File: src/hdl/bmpd_pkg.sv
// shared types and constants of the bmp pixel stream decoder
package bmpd_pkg;

   localparam int HEADER_BYTES = 54;

   localparam logic [7:0] SIG_B = 8'h42;
   localparam logic [7:0] SIG_M = 8'h4D;

   localparam int POS_SIG_B       = 0;
   localparam int POS_SIG_M       = 1;
   localparam int POS_DATA_OFFSET = 10;
   localparam int POS_WIDTH       = 18;
   localparam int POS_HEIGHT      = 22;
   localparam int POS_DEPTH       = 28;

   localparam logic [15:0] DEPTH_24 = 16'd24;
   localparam logic [15:0] DEPTH_32 = 16'd32;

   localparam logic [7:0] ALPHA_OPAQUE = 8'hFF;

   typedef enum logic [2:0] {
      KIND_PIXEL      = 3'd0,
      KIND_HEADER     = 3'd1,
      KIND_BAD_SIG    = 3'd2,
      KIND_BAD_FORMAT = 3'd3,
      KIND_BAD_LIMIT  = 3'd4
   } kind_type;

   typedef struct packed {
      logic [7:0] data_byte;
      logic       frame_start;
   } req_type;

   typedef struct packed {
      kind_type    result_kind;
      logic [31:0] pixel_argb;
      logic [23:0] pixel_index;
      logic [12:0] image_width;
      logic [12:0] image_height;
      logic        frame_last;
   } rsp_type;

   // raw header fields as gathered from the byte stream
   typedef struct packed {
      logic        sig_bad;
      logic [31:0] data_offset;
      logic [31:0] width;
      logic [31:0] height;
      logic [15:0] bit_depth;
   } hdr_fields_type;

   typedef struct packed {
      kind_type    kind;
      logic [31:0] abs_height;
      logic        top_down;
   } hdr_check_type;

endpackage

File: src/hdl/bmpd_hdr_check.sv
// header validation: signature, size, depth, limits and offset
module bmpd_hdr_check
   import bmpd_pkg::*;
#(
   parameter int MAX_WIDTH  = 4096,
   parameter int MAX_HEIGHT = 4096
) (
   input  hdr_fields_type hdr,
   output hdr_check_type  chk
);

   logic        neg_height;
   logic [31:0] abs_height;

   assign neg_height = hdr.height[31];
   assign abs_height = neg_height ? (32'd0 - hdr.height) : hdr.height;

   always_comb begin
      chk.abs_height = abs_height;
      chk.top_down   = neg_height;
      if (hdr.sig_bad) begin
         chk.kind = KIND_BAD_SIG;
      end else if (hdr.width[31] || (hdr.width == 32'd0) || (hdr.height == 32'd0) ||
                   ((hdr.bit_depth != DEPTH_24) && (hdr.bit_depth != DEPTH_32))) begin
         chk.kind = KIND_BAD_FORMAT;
      end else if ((hdr.width > 32'(MAX_WIDTH)) || (abs_height > 32'(MAX_HEIGHT)) ||
                   (hdr.data_offset < 32'(HEADER_BYTES))) begin
         chk.kind = KIND_BAD_LIMIT;
      end else begin
         chk.kind = KIND_HEADER;
      end
   end

endmodule

File: src/hdl/bmp_pixel_stream_decoder.sv
// top level of the bmp pixel stream decoder: byte parser and result register
//
//   channel | ports                                  | transfer
//   --------+----------------------------------------+------------------------------
//   request | req_valid, req_stall, req_payload      | one file byte, frame_start flag
//   result  | rsp_valid, rsp_stall, rsp_payload      | one pixel, header or error
//
// the parser state and the result register update at the edge the byte is taken,
// so a byte can follow every cycle while req_stall is low
// a byte yields at most one result, which sits in the result register until taken
// req_stall is raised only while a held result is itself stalled
// synchronous reset puts the parser in the header phase at byte zero
module bmp_pixel_stream_decoder
   import bmpd_pkg::*;
#(
   parameter int MAX_WIDTH  = 4096,
   parameter int MAX_HEIGHT = 4096
) (
   input  logic    clock,
   input  logic    reset,
   input  logic    req_valid,
   output logic    req_stall,
   input  req_type req_payload,
   output logic    rsp_valid,
   input  logic    rsp_stall,
   output rsp_type rsp_payload
);

   // counter widths follow the size limits
   localparam int COL_W = $clog2(MAX_WIDTH + 1);
   localparam int ROW_W = $clog2(MAX_HEIGHT + 1);

   typedef enum logic [2:0] {
      PH_HEADER,
      PH_SKIP,
      PH_PIXEL,
      PH_PAD,
      PH_DONE
   } phase_type;

   phase_type      phase_ff, phase_in;
   logic [31:0]    pos_ff, pos_in;
   hdr_fields_type hdr_ff, hdr_in;
   hdr_check_type  chk;
   logic [COL_W-1:0] width_ff, width_in;
   logic [ROW_W-1:0] height_ff, height_in;
   logic           top_down_ff, top_down_in;
   logic [23:0]    pix_bytes_ff, pix_bytes_in;
   logic [1:0]     bip_ff, bip_in;
   logic [COL_W-1:0] col_ff, col_in;
   logic [ROW_W-1:0] row_ff, row_in;
   logic [1:0]     pad_ff, pad_in;
   logic [23:0]    row_base_ff, row_base_in;
   logic           rsp_valid_ff, rsp_valid_in;
   rsp_type        rsp_ff, rsp_in;

   logic           req_accept;
   logic [23:0]    first_row_base;
   logic [47:0]    first_row_prod;

   // result register is free or being emptied this cycle
   assign req_stall  = rsp_valid_ff && rsp_stall;
   assign req_accept = req_valid && !req_stall;

   assign rsp_valid   = rsp_valid_ff;
   assign rsp_payload = rsp_ff;

   bmpd_hdr_check #(
      .MAX_WIDTH  (MAX_WIDTH),
      .MAX_HEIGHT (MAX_HEIGHT)
   ) u_hdr_check (
      .hdr (hdr_ff),
      .chk (chk)
   );

   // bottom-up files start writing at the last image row
   assign first_row_prod = (chk.abs_height[23:0] - 24'd1) * hdr_ff.width[23:0];
   assign first_row_base = chk.top_down ? 24'd0 : first_row_prod[23:0];

   always_comb begin
      phase_type   phase_cur;
      logic [31:0] pos_cur;
      logic [31:0] pos_next;
      logic [7:0]  b;
      logic [1:0]  lane;
      logic [23:0] bytes_cur;
      logic [7:0]  alpha;
      logic        emit;
      logic [COL_W-1:0] col_next;
      logic [ROW_W-1:0] row_next;

      phase_in     = phase_ff;
      pos_in       = pos_ff;
      hdr_in       = hdr_ff;
      width_in     = width_ff;
      height_in    = height_ff;
      top_down_in  = top_down_ff;
      pix_bytes_in = pix_bytes_ff;
      bip_in       = bip_ff;
      col_in       = col_ff;
      row_in       = row_ff;
      pad_in       = pad_ff;
      row_base_in  = row_base_ff;
      rsp_in       = rsp_ff;
      rsp_valid_in = rsp_valid_ff && rsp_stall;

      b         = req_payload.data_byte;
      phase_cur = req_payload.frame_start ? PH_HEADER : phase_ff;
      pos_cur   = req_payload.frame_start ? 32'd0 : pos_ff;
      pos_next  = pos_cur + 32'd1;
      lane      = 2'd0;
      bytes_cur = pix_bytes_ff;
      alpha     = ALPHA_OPAQUE;
      emit      = 1'b0;
      col_next  = col_ff + COL_W'(1);
      row_next  = row_ff + ROW_W'(1);

      if (req_accept) begin
         case (phase_cur)
            PH_HEADER: begin
               phase_in = PH_HEADER;
               pos_in   = pos_next;
               // little-endian field capture by byte position
               if (pos_cur == 32'(POS_SIG_B)) begin
                  hdr_in.sig_bad = (b != SIG_B);
               end
               if (pos_cur == 32'(POS_SIG_M)) begin
                  hdr_in.sig_bad = hdr_ff.sig_bad || (b != SIG_M);
               end
               if ((pos_cur >= 32'(POS_DATA_OFFSET)) && (pos_cur <= 32'(POS_DATA_OFFSET + 3))) begin
                  lane = 2'(pos_cur - 32'(POS_DATA_OFFSET));
                  hdr_in.data_offset[{lane, 3'b000} +: 8] = b;
               end
               if ((pos_cur >= 32'(POS_WIDTH)) && (pos_cur <= 32'(POS_WIDTH + 3))) begin
                  lane = 2'(pos_cur - 32'(POS_WIDTH));
                  hdr_in.width[{lane, 3'b000} +: 8] = b;
               end
               if ((pos_cur >= 32'(POS_HEIGHT)) && (pos_cur <= 32'(POS_HEIGHT + 3))) begin
                  lane = 2'(pos_cur - 32'(POS_HEIGHT));
                  hdr_in.height[{lane, 3'b000} +: 8] = b;
               end
               if ((pos_cur >= 32'(POS_DEPTH)) && (pos_cur <= 32'(POS_DEPTH + 1))) begin
                  lane = 2'(pos_cur - 32'(POS_DEPTH));
                  hdr_in.bit_depth[{lane[0], 3'b000} +: 8] = b;
               end
               // last header byte: fields are all in, give header or error
               if (pos_cur == 32'(HEADER_BYTES - 1)) begin
                  rsp_valid_in        = 1'b1;
                  rsp_in              = '0;
                  rsp_in.result_kind  = chk.kind;
                  if (chk.kind != KIND_HEADER) begin
                     phase_in = PH_DONE;
                  end else begin
                     rsp_in.image_width  = hdr_ff.width[12:0];
                     rsp_in.image_height = chk.abs_height[12:0];
                     width_in     = COL_W'(hdr_ff.width);
                     height_in    = ROW_W'(chk.abs_height);
                     top_down_in  = chk.top_down;
                     row_base_in  = first_row_base;
                     col_in       = '0;
                     row_in       = '0;
                     bip_in       = 2'd0;
                     pix_bytes_in = 24'd0;
                     phase_in = (hdr_ff.data_offset > 32'(HEADER_BYTES)) ? PH_SKIP : PH_PIXEL;
                  end
               end
            end
            PH_SKIP: begin
               pos_in = pos_next;
               if (pos_next >= hdr_ff.data_offset) begin
                  phase_in = PH_PIXEL;
               end
            end
            PH_PIXEL: begin
               if (bip_ff != 2'd3) begin
                  case (bip_ff)
                     2'd0:    bytes_cur[7:0]   = b;
                     2'd1:    bytes_cur[15:8]  = b;
                     default: bytes_cur[23:16] = b;
                  endcase
                  pix_bytes_in = bytes_cur;
                  bip_in       = bip_ff + 2'd1;
                  emit         = (bip_ff == 2'd2) && (hdr_ff.bit_depth != DEPTH_32);
               end else begin
                  // fourth byte of a 32-bit pixel carries alpha
                  alpha = b;
                  emit  = 1'b1;
               end
               if (emit) begin
                  rsp_valid_in       = 1'b1;
                  rsp_in             = '0;
                  rsp_in.result_kind = KIND_PIXEL;
                  rsp_in.pixel_argb  = {alpha, bytes_cur};
                  rsp_in.pixel_index = row_base_ff + 24'(col_ff);
                  bip_in       = 2'd0;
                  pix_bytes_in = 24'd0;
                  col_in       = col_next;
                  if (col_next >= width_ff) begin
                     col_in = '0;
                     row_in = row_next;
                     if (row_next >= height_ff) begin
                        rsp_in.frame_last = 1'b1;
                        phase_in = PH_DONE;
                     end else begin
                        row_base_in = top_down_ff ? (row_base_ff + 24'(width_ff)) :
                                                    (row_base_ff - 24'(width_ff));
                        // 24-bit rows pad by the low width bits
                        pad_in = (hdr_ff.bit_depth == DEPTH_24) ? 2'(width_ff) : 2'd0;
                        if (pad_in != 2'd0) begin
                           phase_in = PH_PAD;
                        end
                     end
                  end
               end
            end
            PH_PAD: begin
               if (pad_ff != 2'd0) begin
                  pad_in = pad_ff - 2'd1;
               end
               if (pad_in == 2'd0) begin
                  phase_in = PH_PIXEL;
               end
            end
            default: begin
               // done: bytes are dropped until the next frame start
               phase_in = phase_cur;
            end
         endcase
      end
   end

   always_ff @(posedge clock) begin
      if (reset) begin
         phase_ff     <= PH_HEADER;
         pos_ff       <= 32'd0;
         bip_ff       <= 2'd0;
         col_ff       <= '0;
         row_ff       <= '0;
         pad_ff       <= 2'd0;
         rsp_valid_ff <= 1'b0;
      end else begin
         phase_ff     <= phase_in;
         pos_ff       <= pos_in;
         bip_ff       <= bip_in;
         col_ff       <= col_in;
         row_ff       <= row_in;
         pad_ff       <= pad_in;
         rsp_valid_ff <= rsp_valid_in;
      end
      hdr_ff       <= hdr_in;
      width_ff     <= width_in;
      height_ff    <= height_in;
      top_down_ff  <= top_down_in;
      pix_bytes_ff <= pix_bytes_in;
      row_base_ff  <= row_base_in;
      rsp_ff       <= rsp_in;
   end

   // the final pixel closes the frame
   a_last_closes_frame: assert property (@(posedge clock) disable iff (reset)
      (req_accept && rsp_valid_in && rsp_in.frame_last) |=> (phase_ff == PH_DONE))
      else $error("frame_last issued without closing the frame");

   // pixel position stays inside the image while pixels are being read
   a_position_in_image: assert property (@(posedge clock) disable iff (reset)
      ((phase_ff == PH_PIXEL) || (phase_ff == PH_PAD)) |->
         ((col_ff < width_ff) && (row_ff < height_ff)))
      else $error("pixel position outside the image");

   // only pixels carry the last-pixel flag
   a_last_only_on_pixel: assert property (@(posedge clock) disable iff (reset)
      (rsp_valid_ff && rsp_ff.frame_last) |-> (rsp_ff.result_kind == KIND_PIXEL))
      else $error("frame_last on a non-pixel result");

endmodule
File: config.mk
export PLATFORM = sky130hd
export DESIGN_NAME = bmp_pixel_stream_decoder
export DESIGN_NICKNAME = d
export VERILOG_FILES = /design/src/hdl/bmpd_pkg.sv /design/src/hdl/bmpd_hdr_check.sv /design/src/hdl/bmp_pixel_stream_decoder.sv
export SDC_FILE = /design/constraint.sdc
export NUM_CORES = 1
export LEC_CHECK = 0
export BUFFER_PORTS_ARGS = -buffer_cell sky130_fd_sc_hd__buf_2
export CELL_PAD_IN_SITES_DETAIL_PLACEMENT = 0
export CELL_PAD_IN_SITES_GLOBAL_PLACEMENT = 2
export CORE_ASPECT_RATIO = 1.4
export CORE_UTILIZATION = 45
export CTS_CLUSTER_SIZE = 25
export DETAILED_ROUTE_END_ITERATION = 8
export PLACE_DENSITY_LB_ADDON = 0.1
export SYNTH_ARGS = -nofsm -noshare
export SYNTH_HDL_FRONTEND = slang
export SYNTH_SLANG_ARGS = --single-unit
File: constraint.sdc
create_clock -name clock -period 32 [get_ports clock]
set_clock_uncertainty 0.2 [all_clocks]
set_input_delay 6.4 -clock clock [delete_from_list [all_inputs] [get_ports clock]]
set_output_delay 6.4 -clock clock [all_outputs]
set_load 0.1 [all_outputs]
Word-level counts from Yosys, hierarchy flattened
Index checks and enable logic that the tools add are counted.

storage, ports and cells
  register bits = 340
  bits of input ports = 13
  output and inout port bits = 88
  word-level logic and storage cells = 205

operators by class
  $add $sub $neg = 18
  multipliers = 1
  magnitude comparators = 15
  eq/ne operators = 23
  shifts and indexed selects = 8
  muxes and demuxes = 73
  bitwise operators = 1
  reductions and logical operators = 43

operator list
  cell                                                                                number
  24-bit two-way mux                                                                  11
  86-bit two-way mux                                                                  2
  86-bit case mux with 2 select lines                                                 1
  32-bit bitwise mux                                                                  3
  32-bit by 5-bit >= comparator with 1-bit output (second input constant)             3
  32-bit by 5-bit less-or-equal comparator with 1-bit output (second input constant)  3
  32-bit zero test                                                                    3
  24-bit case mux with 2 select lines                                                 2
  8-bit by 7-bit variable shift with 32-bit output (first input constant)             3
  8-bit by 7-bit variable part select with 32-bit output                              3
  13-bit two-way mux                                                                  6
  32-bit by 13-bit greater-than comparator with 1-bit output (second input constant)  2
  32-bit two-way mux                                                                  2
  13-bit case mux with 2 select lines                                                 2
  24-bit by 13-bit adder with 24-bit output                                           2
  3-bit two-way mux                                                                   12
  32-bit by 1-bit adder with 32-bit output (second input constant)                    1
  32-bit by 1-bit equality test with 1-bit output (second input constant)             1
  32-bit by 6-bit equality test with 1-bit output (second input constant)             1
  32-bit >= comparator                                                                1
  32-bit by 4-bit >= comparator with 1-bit output (second input constant)             1
  32-bit by 6-bit greater-than comparator with 1-bit output (second input constant)   1
  32-bit by 4-bit less-or-equal comparator with 1-bit output (second input constant)  1
  32-bit by 6-bit less-than comparator with 1-bit output (second input constant)      1
  47 further kinds                                                                    114

Logic depth before layout (Yosys ltp)
  depth in word-level cells = 12
  mapped depth = 39
  depth with buffers taken out = 36

Cells and area by module
A second synthesis with hierarchy kept.

unflattened totals
  cell total of the unflattened synthesis = 3050
  area, all modules = 28826.4 µm²

by module, submodules not included
  module                    times used  cells each  area an instance (µm²)  seq. area each (µm²)
  bmp_pixel_stream_decoder  1           2829        27385.0                 9549.2
  bmpd_hdr_check            1           221         1441.4                  0.0

Least setup slack after synthesis
No wires, ideal clock.

  path kind = input-to-reg
  start point = in req_payload[0] (netlist bit)
  end point = reg row_base_ff[0] (enable)
  setup time = 0.408 ns
  arrival time = 14.699 ns
  required time = 31.392 ns
  setup slack = 16.693 ns
  stages on the path = 12
  cells stage by stage = clkbuf_1 -> buf_1 -> nor2b_1 -> clkbuf_1 -> ha_1 -> nand2b_1 -> nor2_1 -> nand4b_1 -> a21oi_1 -> nand3_1 -> clkbuf_1 -> nor2b_1

between the ends
  longest elaborated chain between the ends = 4
  elaborated cells on any way between the ends = 12
  classes of those cells = eq/ne (7); mux (2); reduce/logical (3)

ends and longest elaborated chain
  what                                                                           RTL line                                                          text
  from (decl)                                                                    bmp_pixel_stream_decoder.sv:23                                    input req_type req_payload,
  32-bit two-way mux / 3-bit two-way mux (equally long branches)                 bmp_pixel_stream_decoder.sv:109, bmp_pixel_stream_decoder.sv:108
  32-bit by 6-bit equality test with 1-bit output, or another cell as far along  bmp_pixel_stream_decoder.sv:147                                   if (pos_cur == 32'(HEADER_BYTES - 1)) begin
  2-bit != test (no source line) / 2-bit nonzero test (equally long branches)    --
  7-bit AND reduction (no source line) (*)                                       --
  to (signal assigned)                                                           bmp_pixel_stream_decoder.sv:255                                   row_base_ff <= row_base_in;
  to (decl)                                                                      bmp_pixel_stream_decoder.sv:53                                    logic [23:0] row_base_ff, row_base_in;

Every way passes the cells marked *; elsewhere a longest branch is shown, timed or not.
A chain may end at the register's enable or synchronous reset.

Worst setup path in the final report
  start point = in rsp_stall
  end point = out req_stall

between the ends
  longest elaborated chain between the ends = 1

ends and longest elaborated chain
  what               RTL line                        text
  from (decl)        bmp_pixel_stream_decoder.sv:25  input logic rsp_stall,
  1-bit logical AND  bmp_pixel_stream_decoder.sv:62  assign req_stall = rsp_valid_ff && rsp_stall;
  to (decl)          bmp_pixel_stream_decoder.sv:22  output logic req_stall,

Every way passes these cells.

==> results.sh <==
export IMPL_outcome="completed"
export IMPL_final_cell_mix="inv_1, nand2_1, edfxtp_1, nor2_1, fa_1"
export IMPL_period_needed_ns=13.61
export IMPL_cts_hold_buf=0
export IMPL_die_w_um=214
export IMPL_combPwrFrac_pct=34.2
export IMPL_synthCells=2988
export IMPL_async_flop_share_pct=0
export IMPL_routedWlPerCell_um=20.6
export IMPL_vias=21300
export IMPL_ant_nets=0
export IMPL_clkLatencyLatePin_ns=0.58
export IMPL_num_rows=108
export IMPL_nFillCells=5846
export IMPL_drive_gt1_share_pct=7.98
export IMPL_via_per_inst=5.44
export IMPL_cts_tree="built"
export IMPL_worstPathRequired_ns=25.40
export IMPL_cts_buffers=37
export IMPL_clockBufferDepth=3
export IMPL_grt_met2_usage_pct=48.3
export IMPL_core_sq_um=62000
export IMPL_p_per_area_nw_per_um2=47.6
export IMPL_cts_clk_slew_worst_paths_ns=0.06
export IMPL_die_area_sq_um=63900
export IMPL_met1_usage_pct=27.9
export IMPL_pin_count=101
export IMPL_synth_seq_cells=340
export IMPL_crit_chain="buf_2 -> nand2_1 -> inv_1 -> buf_2"
export IMPL_grt_util_met3_pct=2.70
export IMPL_die_h_um=299
export IMPL_grt_busiest_layer="met2"
export IMPL_fmax_mhz=73.5
export IMPL_overflow=0
export IMPL_final_common_cell="inv_1"
export IMPL_postCtsSetupBuffers=0
export IMPL_syn_nets=3427
export IMPL_routed_wl_um=80500
export IMPL_min_path_type="reg -> reg"
export IMPL_reg2reg_depth=35
export IMPL_critPathLaunchType="primary input"
export IMPL_power_frac_seq_pct=34.7
export IMPL_io_buffers=100
export IMPL_synth_edff_count=274
export IMPL_p_sw_share_pct=35.6
export IMPL_max_slew_worst_pin_slew_ns=1.27
export IMPL_crit_type="in -> out"
export IMPL_rsz0062_at_grt="false"
export IMPL_setup_violations=0
export IMPL_ys_seq_area_share_pct=33.7
export IMPL_relSlewSlack_pct=14.9
export IMPL_cts_root_buf="clkbuf_16"
export IMPL_p_int_uw=953
export IMPL_start_util_pct=45.6
export IMPL_dr_pass1_iters=5
export IMPL_grt_pass1_wl_um=125000
export IMPL_antenna_found_initial=0
export IMPL_drv_slew=0
export IMPL_area_growth_pct=9.82
export IMPL_drc_errors=0
export IMPL_cts_resized=0
export IMPL_routabilityCongestion=0.927
export IMPL_synth_flop_cell="edfxtp_1"
export IMPL_fin_setup_tns_ns=0
export IMPL_cpMaxStageDelayCell="buf_2"
export IMPL_layoutNonFillerInstCount=3909
export IMPL_cp_max_fo=2
export IMPL_worstPathArrival_ns=7.01
export IMPL_clockPowerShare_pct=31.0
export IMPL_critPathMaxStageDelay_ns=0.42
export IMPL_yosys_warnings=0
export IMPL_end_kind="output port"
export IMPL_clock_sinks=340
export IMPL_grt_pass1_vias=22300
export IMPL_dp_hpwl_um=61900
export IMPL_htree_levels=2
export IMPL_place_inst=3843
export IMPL_drt_iter0_markers=1050
export IMPL_syn_area_sq_um=28300
export IMPL_grt_util_all_layers_pct=25.5
export IMPL_avgSynthCellArea_sq_um=9.47
export IMPL_layout_nets=3496
export IMPL_synth_cell_type_count=78
export IMPL_antenna_cells=0
export IMPL_p_leak_nw=13.6
export IMPL_cp_common_cell="buf_2"
export IMPL_switchingPower_uw=527
export IMPL_min_path_cells=2
export IMPL_fin_crit_sh_pct=42.5
export IMPL_grt_max_degree=55
export IMPL_max_vdd_ir_drop_mv=0.0545
export IMPL_maxCapViolations=0
export IMPL_hold_violations=0
-- state kept, by name, indices dropped and copies added (netlist names), 2 cells and up --
name	count
col_ff	13
height_ff	13
width_ff	13
pix_bytes_ff	24
pad_ff	2
row_ff	13
phase_ff	3
bip_ff	2
row_base_ff	24
hdr_ff	113
pos_ff	32
rsp_payload	86
-- path summary, 6_finish.rpt --
check	from	endpoint	slack [ns]
worst min-delay path	pos_ff[31]	pos_ff[31]	0.29
worst max register to register	hdr_ff[16]	row_base_ff[23]	20.00
worst max-delay path	rsp_stall	req_stall	18.39
worst min register to register	pos_ff[31]	pos_ff[31]	0.29
-- cell type report --
type	instances	area, sq um	area share (%)
multi-input combinational	2096	16800	53.9
tap	825	1030	3.32
clock buffer	46	1000	3.22
timing repair buffer	146	846	2.72
inverter	436	1640	5.26
clock inverter	20	268	0.861
sequential	340	9550	30.7
-- per-stage QoR --
step                setup slack [ns]  util (%)  hold slack (ns)  power (mW)  cell area, sq um
floorplan                      16.69         -            0.221       0.875             28300
global placement               18.37      48.1            0.279        1.04             29800
detailed placement             18.40      48.1            0.288        1.04             29800
CTS                            18.39      50.1            0.296        1.51             31100
global route                   18.34      50.1            0.323        1.55             31100
finish                         18.39      50.1            0.294        1.48             31100
-- synth_stat cells (all sizes together) (60+ instances only) --
cell / count / share of area [%]
nor3: 60 / 1.1
fa: 214 / 15
inv: 433 / 5.7
nor2: 269 / 3.6
ha: 212 / 9.4
and2: 160 / 3.5
edfxtp: 274 / 29
clkbuf: 101 / 1.3
nand2: 280 / 3.7
o21ai: 66 / 1.2
a21oi: 128 / 2.3
xnor2: 105 / 3.2
dfxtp: 66 / 4.7
xor2: 75 / 2.3
-- cells by family after synthesis --
group,after synthesis,synth area share (%)
AND/OR/NAND/NOR,1063,18.5
XOR/XNOR,185,5.97
buffers and inverters,552,7.34
multiplexers,19,0.694
AO/OA/AOI/OAI,403,9.23
adder cells (fa/ha/maj),426,24.5
flip-flops,340,33.7
-- power groups by stage --
stage                     clock network, mW  registers [mW]  logic (mW)
after floorplan                           0           0.576       0.299
after global placement                    0           0.523       0.513
after detailed placement                  0           0.523       0.521
after CTS                             0.471           0.514       0.523
after global routing                  0.483           0.516       0.555
final                                 0.459           0.514       0.506
-- metal layers --
layer,wire [um],up-vias,part of all wire (%)
li1,-,10100,-
met1,31200,10500,39
met2,42700,438,53
met3,2330,167,2.9
met4,4370,0,5.4
met5,0,-,0
-- worst max-delay path, delay by kind of cell --
kind,cells,cell delay (ns)
buffers and inverters,3,0.55
and+or+nand+nor,1,0.05
No activity file was read; power rests on OpenSTA's default activity.
